===== config.mk =====
export PLATFORM = sky130hd
export DESIGN_NAME = ppe_ctrl
export DESIGN_NICKNAME = d
export VERILOG_FILES = /design/src/sv/ppe_pkg.sv /design/src/sv/ppe_ctrl.sv
export SDC_FILE = /design/constraint.sdc
export NUM_CORES = 1
export LEC_CHECK = 0
export ABC_AREA = 1
export BUFFER_PORTS_ARGS = -buffer_cell sky130_fd_sc_hd__clkbuf_2
export CAP_MARGIN = 30
export CORE_AREA = 2 2 59 55
export DETAILED_ROUTE_END_ITERATION = 6
export DIE_AREA = 0 0 61 57
export GPL_ROUTABILITY_DRIVEN = 0
export PLACE_DENSITY = 0.64
export SLEW_MARGIN = 20
export SYNTH_ARGS = -nofsm -noshare
export SYNTH_HDL_FRONTEND = slang
export SYNTH_SLANG_ARGS = --single-unit

===== constraint.sdc =====
create_clock -name clk -period 2.4 [get_ports clk]
set_input_delay 0.48 -clock clk [delete_from_list [all_inputs] [get_ports clk]]
set_output_delay 0.48 -clock clk [all_outputs]
set_load 0.05 [all_outputs]

===== src/sv/ppe_pkg.sv =====
// Shared constants and controller/datapath interface types for the plane equation unit.
`default_nettype none
package ppe_pkg;

  localparam int MAX_VERTS = 32;
  localparam int ADDR_W    = $clog2(MAX_VERTS);
  localparam int CNT_W     = $clog2(MAX_VERTS + 1);

  localparam int FACE_W  = 16;
  localparam int COORD_W = 24;
  localparam int VERT_W  = 3 * COORD_W;
  localparam int NORM_W  = 16;
  localparam int DIST_W  = 25;

  localparam logic [NORM_W-1:0] Q_ONE    = 16'd16384;
  localparam logic [4:0]        DIV_LAST = 5'd15;

  typedef struct packed {
    logic load;
    logic rd;
    logic shift;
    logic diff;
    logic mul;
    logic xprod;
    logic test;
    logic norm;
    logic sq;
    logic sum;
    logic sqrt;
    logic dload;
    logic div;
    logic dstore;
    logic dot;
    logic acc;
    logic fin;
    logic emit;
  } ppe_cmd_t;

  typedef struct packed {
    logic last_accept;
    logic win_full;
    logic k_last;
    logic nonzero;
    logic norm_done;
    logic sqrt_done;
    logic div_done;
    logic comp_last;
    logic out_free;
  } ppe_status_t;

endpackage
`default_nettype wire


===== src/sv/ppe_ctrl.sv =====
// Controller state machine sequencing load, edge search, normalization, square root, division, distance and output.
`default_nettype none
module ppe_ctrl import ppe_pkg::*; (
  input  wire logic        clk,
  input  wire logic        rst,
  input  wire ppe_status_t status,
  output ppe_cmd_t         cmd
);

  typedef enum logic [17:0] {
    S_LOAD   = 18'h00001,
    S_RD     = 18'h00002,
    S_SH     = 18'h00004,
    S_DIFF   = 18'h00008,
    S_MUL    = 18'h00010,
    S_XPROD  = 18'h00020,
    S_TEST   = 18'h00040,
    S_NORM   = 18'h00080,
    S_SQ     = 18'h00100,
    S_SUM    = 18'h00200,
    S_SQRT   = 18'h00400,
    S_DLOAD  = 18'h00800,
    S_DIV    = 18'h01000,
    S_DSTORE = 18'h02000,
    S_DOT    = 18'h04000,
    S_ACC    = 18'h08000,
    S_FIN    = 18'h10000,
    S_EMIT   = 18'h20000
  } state_t;

  state_t state, state_next;

  always_ff @(posedge clk) begin
    if (rst) begin
      state <= S_LOAD;
    end else begin
      state <= state_next;
    end
  end

  always_comb begin
    cmd        = '0;
    state_next = state;
    case (state)
      S_LOAD: begin
        cmd.load = 1'b1;
        if (status.last_accept) state_next = S_RD;
      end
      S_RD: begin
        cmd.rd     = 1'b1;
        state_next = S_SH;
      end
      S_SH: begin
        cmd.shift  = 1'b1;
        state_next = status.win_full ? S_DIFF : S_RD;
      end
      S_DIFF: begin
        cmd.diff   = 1'b1;
        state_next = S_MUL;
      end
      S_MUL: begin
        cmd.mul    = 1'b1;
        state_next = S_XPROD;
      end
      S_XPROD: begin
        cmd.xprod  = 1'b1;
        state_next = S_TEST;
      end
      S_TEST: begin
        cmd.test = 1'b1;
        if (status.nonzero) state_next = S_NORM;
        else if (status.k_last) state_next = S_EMIT;
        else state_next = S_RD;
      end
      S_NORM: begin
        cmd.norm = 1'b1;
        if (status.norm_done) state_next = S_SQ;
      end
      S_SQ: begin
        cmd.sq     = 1'b1;
        state_next = S_SUM;
      end
      S_SUM: begin
        cmd.sum    = 1'b1;
        state_next = S_SQRT;
      end
      S_SQRT: begin
        cmd.sqrt = 1'b1;
        if (status.sqrt_done) state_next = S_DLOAD;
      end
      S_DLOAD: begin
        cmd.dload  = 1'b1;
        state_next = S_DIV;
      end
      S_DIV: begin
        cmd.div = 1'b1;
        if (status.div_done) state_next = S_DSTORE;
      end
      S_DSTORE: begin
        cmd.dstore = 1'b1;
        state_next = status.comp_last ? S_DOT : S_DLOAD;
      end
      S_DOT: begin
        cmd.dot    = 1'b1;
        state_next = S_ACC;
      end
      S_ACC: begin
        cmd.acc    = 1'b1;
        state_next = S_FIN;
      end
      S_FIN: begin
        cmd.fin    = 1'b1;
        state_next = S_EMIT;
      end
      S_EMIT: begin
        if (status.out_free) begin
          cmd.emit   = 1'b1;
          state_next = S_LOAD;
        end
      end
      default: begin
        state_next = S_LOAD;
      end
    endcase
  end

endmodule
`default_nettype wire


# --- Yosys cells after proc, flatten, opt, wreduce, memory -nomap -nowiden ---
# Index checks and enable logic that the tools add are counted.
classes:
  eq_ne: 23
  n_mux: 29
  n_reduce_logical: 1
ops:
  columns: ["operator", "count"]
  rows:
  - ["18-bit one-hot mux with 18 select lines", 1]
  - ["18-bit two-way mux", 7]
  - ["1-bit two-way mux", 19]
  - ["18-bit by 1-bit == test with 1-bit output, second input constant", 1]
  - ["18-bit by 10-bit == test with 1-bit output, second input constant", 1]
  - ["18-bit by 11-bit == test with 1-bit output, second input constant", 1]
  - ["18-bit by 12-bit == test with 1-bit output, second input constant", 1]
  - ["18-bit by 13-bit == test with 1-bit output, second input constant", 1]
  - ["18-bit by 14-bit == test with 1-bit output, second input constant", 1]
  - ["18-bit by 15-bit == test with 1-bit output, second input constant", 1]
  - ["18-bit by 16-bit == test with 1-bit output, second input constant", 1]
  - ["18-bit by 17-bit == test with 1-bit output, second input constant", 1]
  - ["18-bit == test, second input constant", 1]
  - ["18-bit by 2-bit == test with 1-bit output, second input constant", 1]
  - ["18-bit by 3-bit == test with 1-bit output, second input constant", 1]
  - ["18-bit by 4-bit == test with 1-bit output, second input constant", 1]
  - ["18-bit by 5-bit == test with 1-bit output, second input constant", 1]
  - ["18-bit by 6-bit == test with 1-bit output, second input constant", 1]
  - ["18-bit by 7-bit == test with 1-bit output, second input constant", 1]
  - ["18-bit by 8-bit == test with 1-bit output, second input constant", 1]
  - ["18-bit by 9-bit == test with 1-bit output, second input constant", 1]
  - ["15-bit two-way mux", 1]
  - ["2-bit inequality test, second input constant", 5]
  - ["5-bit AND reduction", 1]
  - ["4-bit two-way mux", 1]
word_totals:
  word_cells: 54
  out_inout_bits: 18
  ff_bits: 18

# --- Logic depth before layout (Yosys ltp) ---
# Gate-level depths: netlist (run 1).
logic_depth:
  ltp_word: 3
  depth_mapped: 11
  mapped_depth_nobuf: 11

# --- Worst setup path after synthesis (run 1) ---
# No wires, ideal clock.
synth_timing:
  path_type: "flip-flop to output port"
  start: "register state[12]"
  end: "output cmd[0] (netlist bit)"
  arrival_time_ns: 1.578
  t_required_ns: 1.920
  path_slack_ns: 0.342
  stages_incl_launch_ff: 7
  path_buffers: 1
  cell_sequence: "dfxtp_1 -> nor2_4 -> nand2_4 -> nor2_4 -> buf_6 -> nand3_1 -> nor2_1"
synth_lines:
  columns: ["item", "line", "text"]
  rows:
  - ["from (decl)", "ppe_ctrl.sv:31", "state_t state, state_next;"]
  - ["from (signal assigned)", "ppe_ctrl.sv:37", "state <= state_next;"]
  - ["to (decl)", "ppe_ctrl.sv:7", "output ppe_cmd_t cmd"]

==> results of run 1 <==
## how the worst max path moves through the flow
stage                                 startpoint       to  slack [ps]
final                      state[0]$_SDFFE_PP1P_   cmd[6]         110
after global routing       state[0]$_SDFFE_PP1P_   cmd[6]          -9
after CTS                  state[9]$_SDFFE_PP0P_  cmd[15]           3
after detailed placement  state[14]$_SDFFE_PP0P_  cmd[15]         330
after global placement    state[14]$_SDFFE_PP0P_  cmd[15]         340
after floorplan           state[12]$_SDFFE_PP0P_   cmd[0]         340
## area by class of cell
| cell class | instances | area (sq um) | share of cell area, % |
|---|---|---|---|
| clock buffer | 4 | 36.3 | 2.43 |
| inverter | 49 | 184 | 12.3 |
| multi-input combinational | 132 | 698 | 46.8 |
| sequential | 18 | 360 | 24.2 |
| tap | 42 | 52.6 | 3.52 |
| timing repair buffer | 30 | 160 | 10.7 |
## metal layers
metal / global-route usage, % / up-vias / routed length [microns]
li1: - / 675 / -
met1: 26.9 / 549 / 1420
met2: 28.1 / 24 / 1310
met3: 4.31 / 6 / 126
met4: 4.66 / 0 / 46
met5: 0 / - / 0
## cell usage in the layout, fill, tap and decap left out, types with 3 or more instances in the layout
master,netlist,routed
nor2_1,41,39
clkbuf_2,0,21
buf_2,1,5
buf_4,0,4
inv_1,49,49
nand4_1,6,6
dfxtp_1,18,18
nand2_1,29,29
a21oi_1,3,3
nand3_1,24,24
clkbuf_4,0,3
nor2_2,8,11
nor2_4,5,5
nand2_2,5,5
## report_power, final
part           switching, W  internal (W)  total, W
combinational      0.000492      0.000237  0.000730
clock              0.000103     0.0000926  0.000195
sequential        0.0000371      0.000332  0.000369
## repair_timing
action / CTS / global route
endpoints found under the hold margin: 0 / 0
cloned: 0 / 1
pin swaps: 1 / 2
setup buffers: 0 / 2
resized for setup: 0 / 13
setup endpoints to repair: 1 / 13
hold buffers: 0 / 0
## worst max-delay path, stage by stage (launching register included)
cell     delay, ps
dfxtp_1        340
nor2_2         180
nand2_2        130
nor2_8         190
nand2_2        110
nor2_1         240
buf_2          320
## synth_stat cells, types with 2 or more instances
cell type,instances
a21oi_1,3
buf_6,2
dfxtp_1,18
inv_1,49
nand2_1,29
nand2_2,5
nand3_1,24
nand4_1,6
nor2_1,41
nor2_2,8
nor2_4,5
## through the flow
| stage | cell area [sq um] | hold slack (ps) |
|---|---|---|
| global placement | 1420 | 530 |
| CTS | 1460 | 382 |
| global route | 1490 | 382 |
| detailed placement | 1420 | 545 |
| finish | 1490 | 390 |
| floorplan | 1260 | 510 |
## kinds of logic (layout without fill, tap and decap cells)
logic type      count (synthesis)  after routing  synth area share (%)
simple gates                  126            127                  51.9
buf+inv                        52             83                  16.8
flops                          18             18                  28.6
compound gates                  5              5                  2.68
==> impl_metrics.tcl, run 1 <==
set metrics [dict create \
    top_regs "state (18)" \
    ys_top_cells_by_area "dfxtp_1, inv_1, nor2_1, nand3_1, nand2_1" \
    hold_depth 3 \
    fin_setup_tns_ps 0 \
    worstReg2RegStart "state[10]$_SDFFE_PP0P_" \
    post-dp-hpwl_mm 2.23 \
    finalHoldViolCount 0 \
    area_delta_synth_final_pct 18.5 \
    critPathKind "flip-flop to primary output" \
    dieArea_sq_mm 0.00348 \
    tightest_slew_ps 424 \
    grt_max_degree 16 \
    startpoint_type "flip-flop" \
    ys_warn_count 0 \
    reg2reg_depth 10 \
    place_inst 268 \
    ys_ff_latch 18 \
    r2r-end "state[17]$_SDFFE_PP0P_" \
    vias 1254 \
    start_util_pct 43.0 \
    drtAntennaViolNets 0 \
    largest_reg_flops 18 \
    clock.fmax_ghz 0.437 \
    syn_area_sq_mm 0.00126 \
    top_register "state" \
    final_util_pct 51.0 \
    yosys.area.top_type "dfxtp_1" \
    seq_area_frac_synth_pct 28.6 \
    hp-start "status[1]" \
    synth_edf_count 0 \
    grt_antenna_before_repair 0 \
    grt_pass1_wl_mm 4.85 \
    pre_cts_slack_ps 334 \
    async_flop_share_pct 0 \
    clkTransAtPathRegs_ps 100 \
    skew_ps 7.14 \
    cap_violations 0 \
    min_delay_worst_endpoint "state[14]$_SDFFE_PP0P_" \
    path_max_fanout 9 \
    status "completed" \
    syn_area_per_cell_sq_um 6.26 \
    cts_tree "done" \
    die_w_microns 61 \
    min_period_ps 2290 \
    final_max_slew_viol_count 0 \
    worst_ep_required_time_ps 1920 \
    dr.first_iter.drc_count 21 \
    slew_headroom_pct 71.7 \
    portBuffers 28 \
    synth_top_area_share_pct 28.6 \
    htree_num_levels 1 \
    wirelength_mm 2.91 \
    grt_pass1_vias 1111 \
    numCtsBuffers 3 \
    wl_per_cell_microns 10.6 \
    synth_ff_type "dfxtp_1" \
    holdCritPathClass "input port to flip-flop" \
    setup_viol 0 \
    grt_remaining_overflow 0 \
    grt.total_usage_pct 18.7 \
    route.detailed.drc 0 \
    synth_fp_nets 212 \
    fillers 335 \
    peakVddDrop_mv 0.592 \
    clock_latency_ps 300 \
    ys_types 22 \
    synthCells 201 \
    cp.arrival_ps 1810 \
    numClockSinks 18 \
    die_h_microns 57 \
    antennaDiodeCount 0 \
    cts_root_buf "clkbuf_4" \
    r2r_setup_slack_ps 660 \
    viasPerCell 4.56 \
    final_nets 245 \
    layout-drive-gt1-share_pct 26.6 \
    core_sq_mm 0.00292 \
    io_pins 29 \
    stdcell_count 275 \
    fin_ws_ps 110 \
    end_kind "primary output" \
    dr.pass1.iters 4 \
    fin_crit_sh_pct 95.4 \
    finalPower_w 0.00129 \
    num_rows 19 \
    p_leak_nw 0.946 \
    cts_buffer_depth 2 \
    powerDensity_mw_per_mm2 867 \
]
Power figures use the tool's default switching activity.
==> run 2: changes to the inputs <==
- PLACE_DENSITY: 0.64 -> 0.67
- clock period: 2.4 -> 2.1 ns (I/O delays scaled with it)
==> run 2 against run 1 <==
The flow now finishes with violations (setup timing). First-iteration DRC count grew 52%. Clock power grew 16%. Sequential power grew 18%. Cell count grew 5.1%. Clock-buffer cell count is the same. Sequential share of layout area shrank 3.8 points. Via count grew 3.4%. Core utilization grew 12 points. Worst setup slack lost 120 ps. Register-to-register slack lost 240 ps. Worst hold slack lost 65 ps. Critical path type unchanged. Critical endpoint is now cmd[3]. Largest power group unchanged.
==> impl_metrics.tcl, run 2 (synthesis results as in run 1) <==
set metrics [dict create \
    wl_per_cell_microns 11.2 \
    start_util_pct 43.0 \
    pre_cts_slack_ps 87.3 \
    clock_latency_ps 310 \
    numClockSinks 18 \
    grt_pass1_vias 1126 \
    clkTransAtPathRegs_ps 110 \
    final_max_slew_viol_count 0 \
    status "finished, violations left" \
    clock.fmax_ghz 0.475 \
    grt_remaining_overflow 0 \
    fin_ws_ps -5.87 \
    grt_pass1_wl_mm 5.02 \
    path_max_fanout 6 \
    dieArea_sq_mm 0.00348 \
    place_inst 268 \
    largest_reg_flops 18 \
    critPathKind "flip-flop to primary output" \
    startpoint_type "flip-flop" \
    die_h_microns 57 \
    cpMostUsedCell "nand2_4" \
    numCtsBuffers 3 \
    num_rows 19 \
    layout-drive-gt1-share_pct 39.7 \
    finalHoldViolCount 0 \
    stdcell_count 289 \
    setup_viol 1 \
    final_cell_mix "inv_1, nor2_1, nand2_1, nand3_1, buf_4" \
    slowest_stage "dfxtp_2" \
    top_register "state" \
    area_delta_synth_final_pct 45.6 \
    cp.arrival_ps 1690 \
    layout_commonest_cell "inv_1" \
    io_pins 29 \
    grt_antenna_before_repair 0 \
    top_regs "state (18)" \
    path_cells "nor2_4, nand2_4, nor2_8, nand2_4, nor2_2, nand3_1, inv_2, buf_8" \
    drtAntennaViolNets 0 \
    violations "setup timing" \
    cts_tree "done" \
    die_w_microns 61 \
    rsz0062_at_grt "yes" \
    holdCritPathClass "input port to flip-flop" \
    powerDensity_mw_per_mm2 969 \
    wirelength_mm 3.23 \
    portBuffers 28 \
    hold_depth 3 \
    dr.pass1.iters 4 \
    htree_num_levels 1 \
    vias 1297 \
    worst_ep_required_time_ps 1680 \
    end_kind "primary output" \
    core_sq_mm 0.00292 \
    cts_root_buf "clkbuf_4" \
    grt.total_usage_pct 19.4 \
    slew_headroom_pct 71.8 \
    dr.first_iter.drc_count 32 \
    cts_buffer_depth 2 \
    cap_violations 0 \
    p_leak_nw 1.05 \
    post-dp-hpwl_mm 2.18 \
    grt_max_degree 16 \
    viasPerCell 4.49 \
    antennaDiodeCount 0 \
    min_period_ps 2110 \
    route.detailed.drc 0 \
    skew_ps 5.79 \
    fin_crit_sh_pct 100 \
    hold_buffers 0 \
    reg2reg_depth 10 \
    final_nets 259 \
    tightest_slew_ps 423 \
    peakVddDrop_mv 0.970 \
    max_stage_delay_ps 350 \
]
## run 2: cell types whose count changed in the layout (fill, tap and decap cells not counted), sizes merged
cell    delta
nor2       -1
clkbuf     -4
buf       +19
## run 2: path summary, 6_finish.rpt
kind                                          endpoint  slack (ps)              startpoint
worst max-delay path                            cmd[3]          -6   state[4]$_SDFFE_PP0P_
worst min-delay path            state[14]$_SDFFE_PP0P_         330               status[1]
worst max register to register  state[17]$_SDFFE_PP0P_         420   state[9]$_SDFFE_PP0P_
worst min register to register  state[10]$_SDFFE_PP0P_         530  state[10]$_SDFFE_PP0P_
## run 2: metal layers
metal | wire length, microns | global-route usage (%)
met5 | 0 | 0
met4 | 59 | 5.59
met3 | 117 | 4.99
met2 | 1480 | 28.7
met1 | 1570 | 27.9
## run 2: what timing repair did
item,in CTS,in global routing
cloned,0,0
pin swaps,6,9
buffers inserted,5,12
resized for setup,31,51
hold endpoints to repair,0,0
setup endpoints to repair,15,18
## run 2: layout make-up
| cell class | count | area [sq um] |
|---|---|---|
| fillers | 261 | 1090 |
| multi-input cells | 131 | 796 |
| well taps | 42 | 52.6 |
| clock buffers | 4 | 36.3 |
| flip-flops and latches | 18 | 373 |
| repair buffers | 45 | 389 |
| inverters | 49 | 186 |
## run 2: critical path: cells and delay by family (launching register included)
kind          cells  cell delay (ps)
flops             1              350
buf+inv           2              240
simple gates      6              760
## run 2: stage by stage
| step | hold slack [ps] | setup TNS (ps) | power, W | utilization [%] | cell area (sq um) |
|---|---|---|---|---|---|
| after global placement | 528 | 0 | 0.00119 | 48.7 | 1420 |
| final | 326 | -5.87 | 0.00178 | 62.7 | 1830 |
| after CTS | 319 | -7.87 | 0.00158 | 55.5 | 1620 |
| after detailed placement | 534 | 0 | 0.00119 | 48.7 | 1420 |
| after floorplan | 489 | 0 | 0.00110 | - | 1260 |
| after global routing | 312 | -810 | 0.00191 | 62.7 | 1830 |
## run 2: power breakdown
group	total, W	internal (W)	switching (W)
Sequential	0.000434	0.000386	0.0000476
Combinational	0.00112	0.000452	0.000665
Clock	0.000226	0.000106	0.000120
==> run 3: changes to the inputs <==
- ABC_AREA: 1 -> 0
- CORE_AREA: 2 2 59 55 -> 2 2 56 53
- DIE_AREA: 0 0 61 57 -> 0 0 58 55
- PLACE_DENSITY: 0.67 -> 0.68
==> run 3 against run 2 <==
The run still ends with setup timing left. Register-to-register slack lost 980 ps. Via count grew 35%. Combinational power shrank 59%. Global-route usage grew 14 points. Worst hold slack gained 35 ps. Total power shrank 41%. Wire length grew 96%. Clock skew grew 6.1 ps. Largest power group unchanged.
==> impl_metrics.tcl, run 3 <==
set metrics [dict create \
    tightest_slew_ps 401 \
    yosys.area.top_type "dfxtp_1" \
    worst-path-buf-inv 2 \
    fin_ws_ps -798 \
    syn_area_per_cell_sq_um 7.75 \
    synth_fp_nets 158 \
    cpMostUsedCell "or4_4" \
    final_cell_mix "buf_4, buf_6, clkbuf_2, nor2_1, buf_8" \
    min_period_ps 2900 \
    peakVddDrop_mv 0.493 \
    clock.fmax_ghz 0.345 \
    synth_ff_type "dfxtp_1" \
    portBuffers 28 \
    cap_violations 0 \
    slowest_stage "or4_4" \
    hp-start "status[7]" \
    p_leak_nw 1.00 \
    final_util_pct 91.5 \
    synth_top_area_share_pct 31.6 \
    dr.pass1.iters 5 \
    grt_pass1_vias 1561 \
    ys_types 41 \
    finalHoldViolCount 0 \
    end_kind "primary output" \
    numCtsBuffers 3 \
    clkTransAtPathRegs_ps 120 \
    fillers 98 \
    grt_pass1_wl_mm 7.76 \
    wl_per_cell_microns 23.8 \
    antennaDiodeCount 0 \
    grt_max_degree 11 \
    core_sq_mm 0.00261 \
    worst_ep_required_time_ps 1680 \
    grt_remaining_overflow 0 \
    ys_top_cells_by_area "dfxtp_1, nor2_1, nor4_1, nor3_1, inv_1" \
    violations "setup timing" \
    skew_ps 11.9 \
    dr.first_iter.drc_count 167 \
    die_w_microns 58 \
    syn_area_sq_mm 0.00114 \
    cp.arrival_ps 2480 \
    start_util_pct 43.6 \
    holdCritPathClass "input port to flip-flop" \
    hold_buffers 0 \
    final_max_slew_viol_count 0 \
    synthCells 147 \
    cts_tree "done" \
    layout_commonest_cell "buf_4" \
    viasPerCell 6.58 \
    dieArea_sq_mm 0.00319 \
    die_h_microns 55 \
    htree_num_levels 1 \
    slew_headroom_pct 72.6 \
    clock_latency_ps 320 \
    synth_edf_count 0 \
    async_flop_share_pct 0 \
    largest_reg_flops 18 \
    stdcell_count 266 \
    worstReg2RegStart "state[12]$_SDFFE_PP0P_" \
    numClockSinks 18 \
    setup_viol 33 \
    fin_crit_sh_pct 138 \
    cts_root_buf "clkbuf_4" \
    ys_ff_latch 18 \
    path_max_fanout 3 \
    io_pins 29 \
    cts_buffer_depth 2 \
    powerDensity_mw_per_mm2 438 \
    critPathLaunch "state[12]$_SDFFE_PP0P_" \
    vias 1750 \
    wirelength_mm 6.32 \
    final_nets 248 \
    seq_area_frac_synth_pct 31.6 \
    critPathKind "flip-flop to primary output" \
    layout-drive-gt1-share_pct 65.3 \
    post-dp-hpwl_mm 2.90 \
    grt.total_usage_pct 33.4 \
    max_stage_delay_ps 530 \
    grt_antenna_before_repair 0 \
    drtAntennaViolNets 0 \
    num_rows 18 \
    path_cells "or4_4, or4_4, nor4_4, nand3b_1, clkinvlp_4, buf_12" \
    startpoint_type "flip-flop" \
    rsz0062_at_grt "yes" \
    area_delta_synth_final_pct 110 \
    top_register "state" \
    synthTopCellsByCount "dfxtp_1, nor2_1, inv_1, nand2_1, nor4_1" \
    critical_path.top_delay_family "simple AND/OR/NAND/NOR gates" \
    place_inst 241 \
    route.detailed.drc 0 \
    status "finished, violations left" \
    ys_warn_count 0 \
    top_regs "state (18)" \
]
-- run 3: layout make-up --
type / instances / area [sq um] / area share [%]
well taps: 30 / 37.5 / 1.57
multi-input cells: 114 / 993 / 41.6
clock buffers: 4 / 36.3 / 1.52
repair buffers: 90 / 892 / 37.3
inverters: 10 / 52.6 / 2.20
flip-flops and latches: 18 / 378 / 15.8
-- run 3: power breakdown --
part | switching, W | total (W) | internal [W]
logic | 0.000250 | 0.000455 | 0.000204
registers | 0.0000120 | 0.000360 | 0.000348
clock network | 0.000125 | 0.000231 | 0.000106
total | 0.000388 | 0.00105 | 0.000658
-- run 3: path summary, 6_finish.rpt --
check	cells past startpoint	endpoint	slack (ps)
worst max-delay path	6	cmd[16]	-800
worst min-delay path	2	state[3]$_SDFFE_PP0P_	360
worst max register to register	8	state[15]$_SDFFE_PP0P_	-560
worst min register to register	2	state[16]$_SDFFE_PP0P_	620
-- run 3: cell families after synthesis --
group                  count (synthesis)  synth area share [%]
buffers and inverters                 15                  6.26
flip-flops                            18                  31.6
XOR/XNOR                               3                  2.31
AND/OR/NAND/NOR                       89                  46.2
AO/OA/AOI/OAI                         22                  13.6
-- run 3: what timing repair did --
action / CTS / global route
setup endpoints to repair: 33 / 33
pin swaps: 19 / 20
buffers inserted: 13 / 13
gates resized for setup: 69 / 28
cloned: 0 / 0
-- run 3: per-layer routing --
metal	GRT usage [%]	vias up	wire length, microns	share of wire [%]
met5	0	-	0	0
met2	58.0	144	3080	49
met4	17.1	0	320	5.1
met1	38.1	839	2370	37
met3	9.77	45	552	8.7
li1	-	722	-	-
-- run 3: stage by stage --
step / power (W) / hold WS [ps] / area, sq um / worst slack, ps / TNS, ps
after global routing: 0.00108 / 347 / 2390 / -853 / -17230
final: 0.00105 / 360 / 2390 / -798 / -15900
after detailed placement: 0.000688 / 606 / 1820 / -605 / -7650
after CTS: 0.000987 / 328 / 2230 / -778 / -13160
after global placement: 0.000680 / 572 / 1820 / -497 / -6700
after floorplan: 0.000560 / 489 / 1290 / -435 / -4690
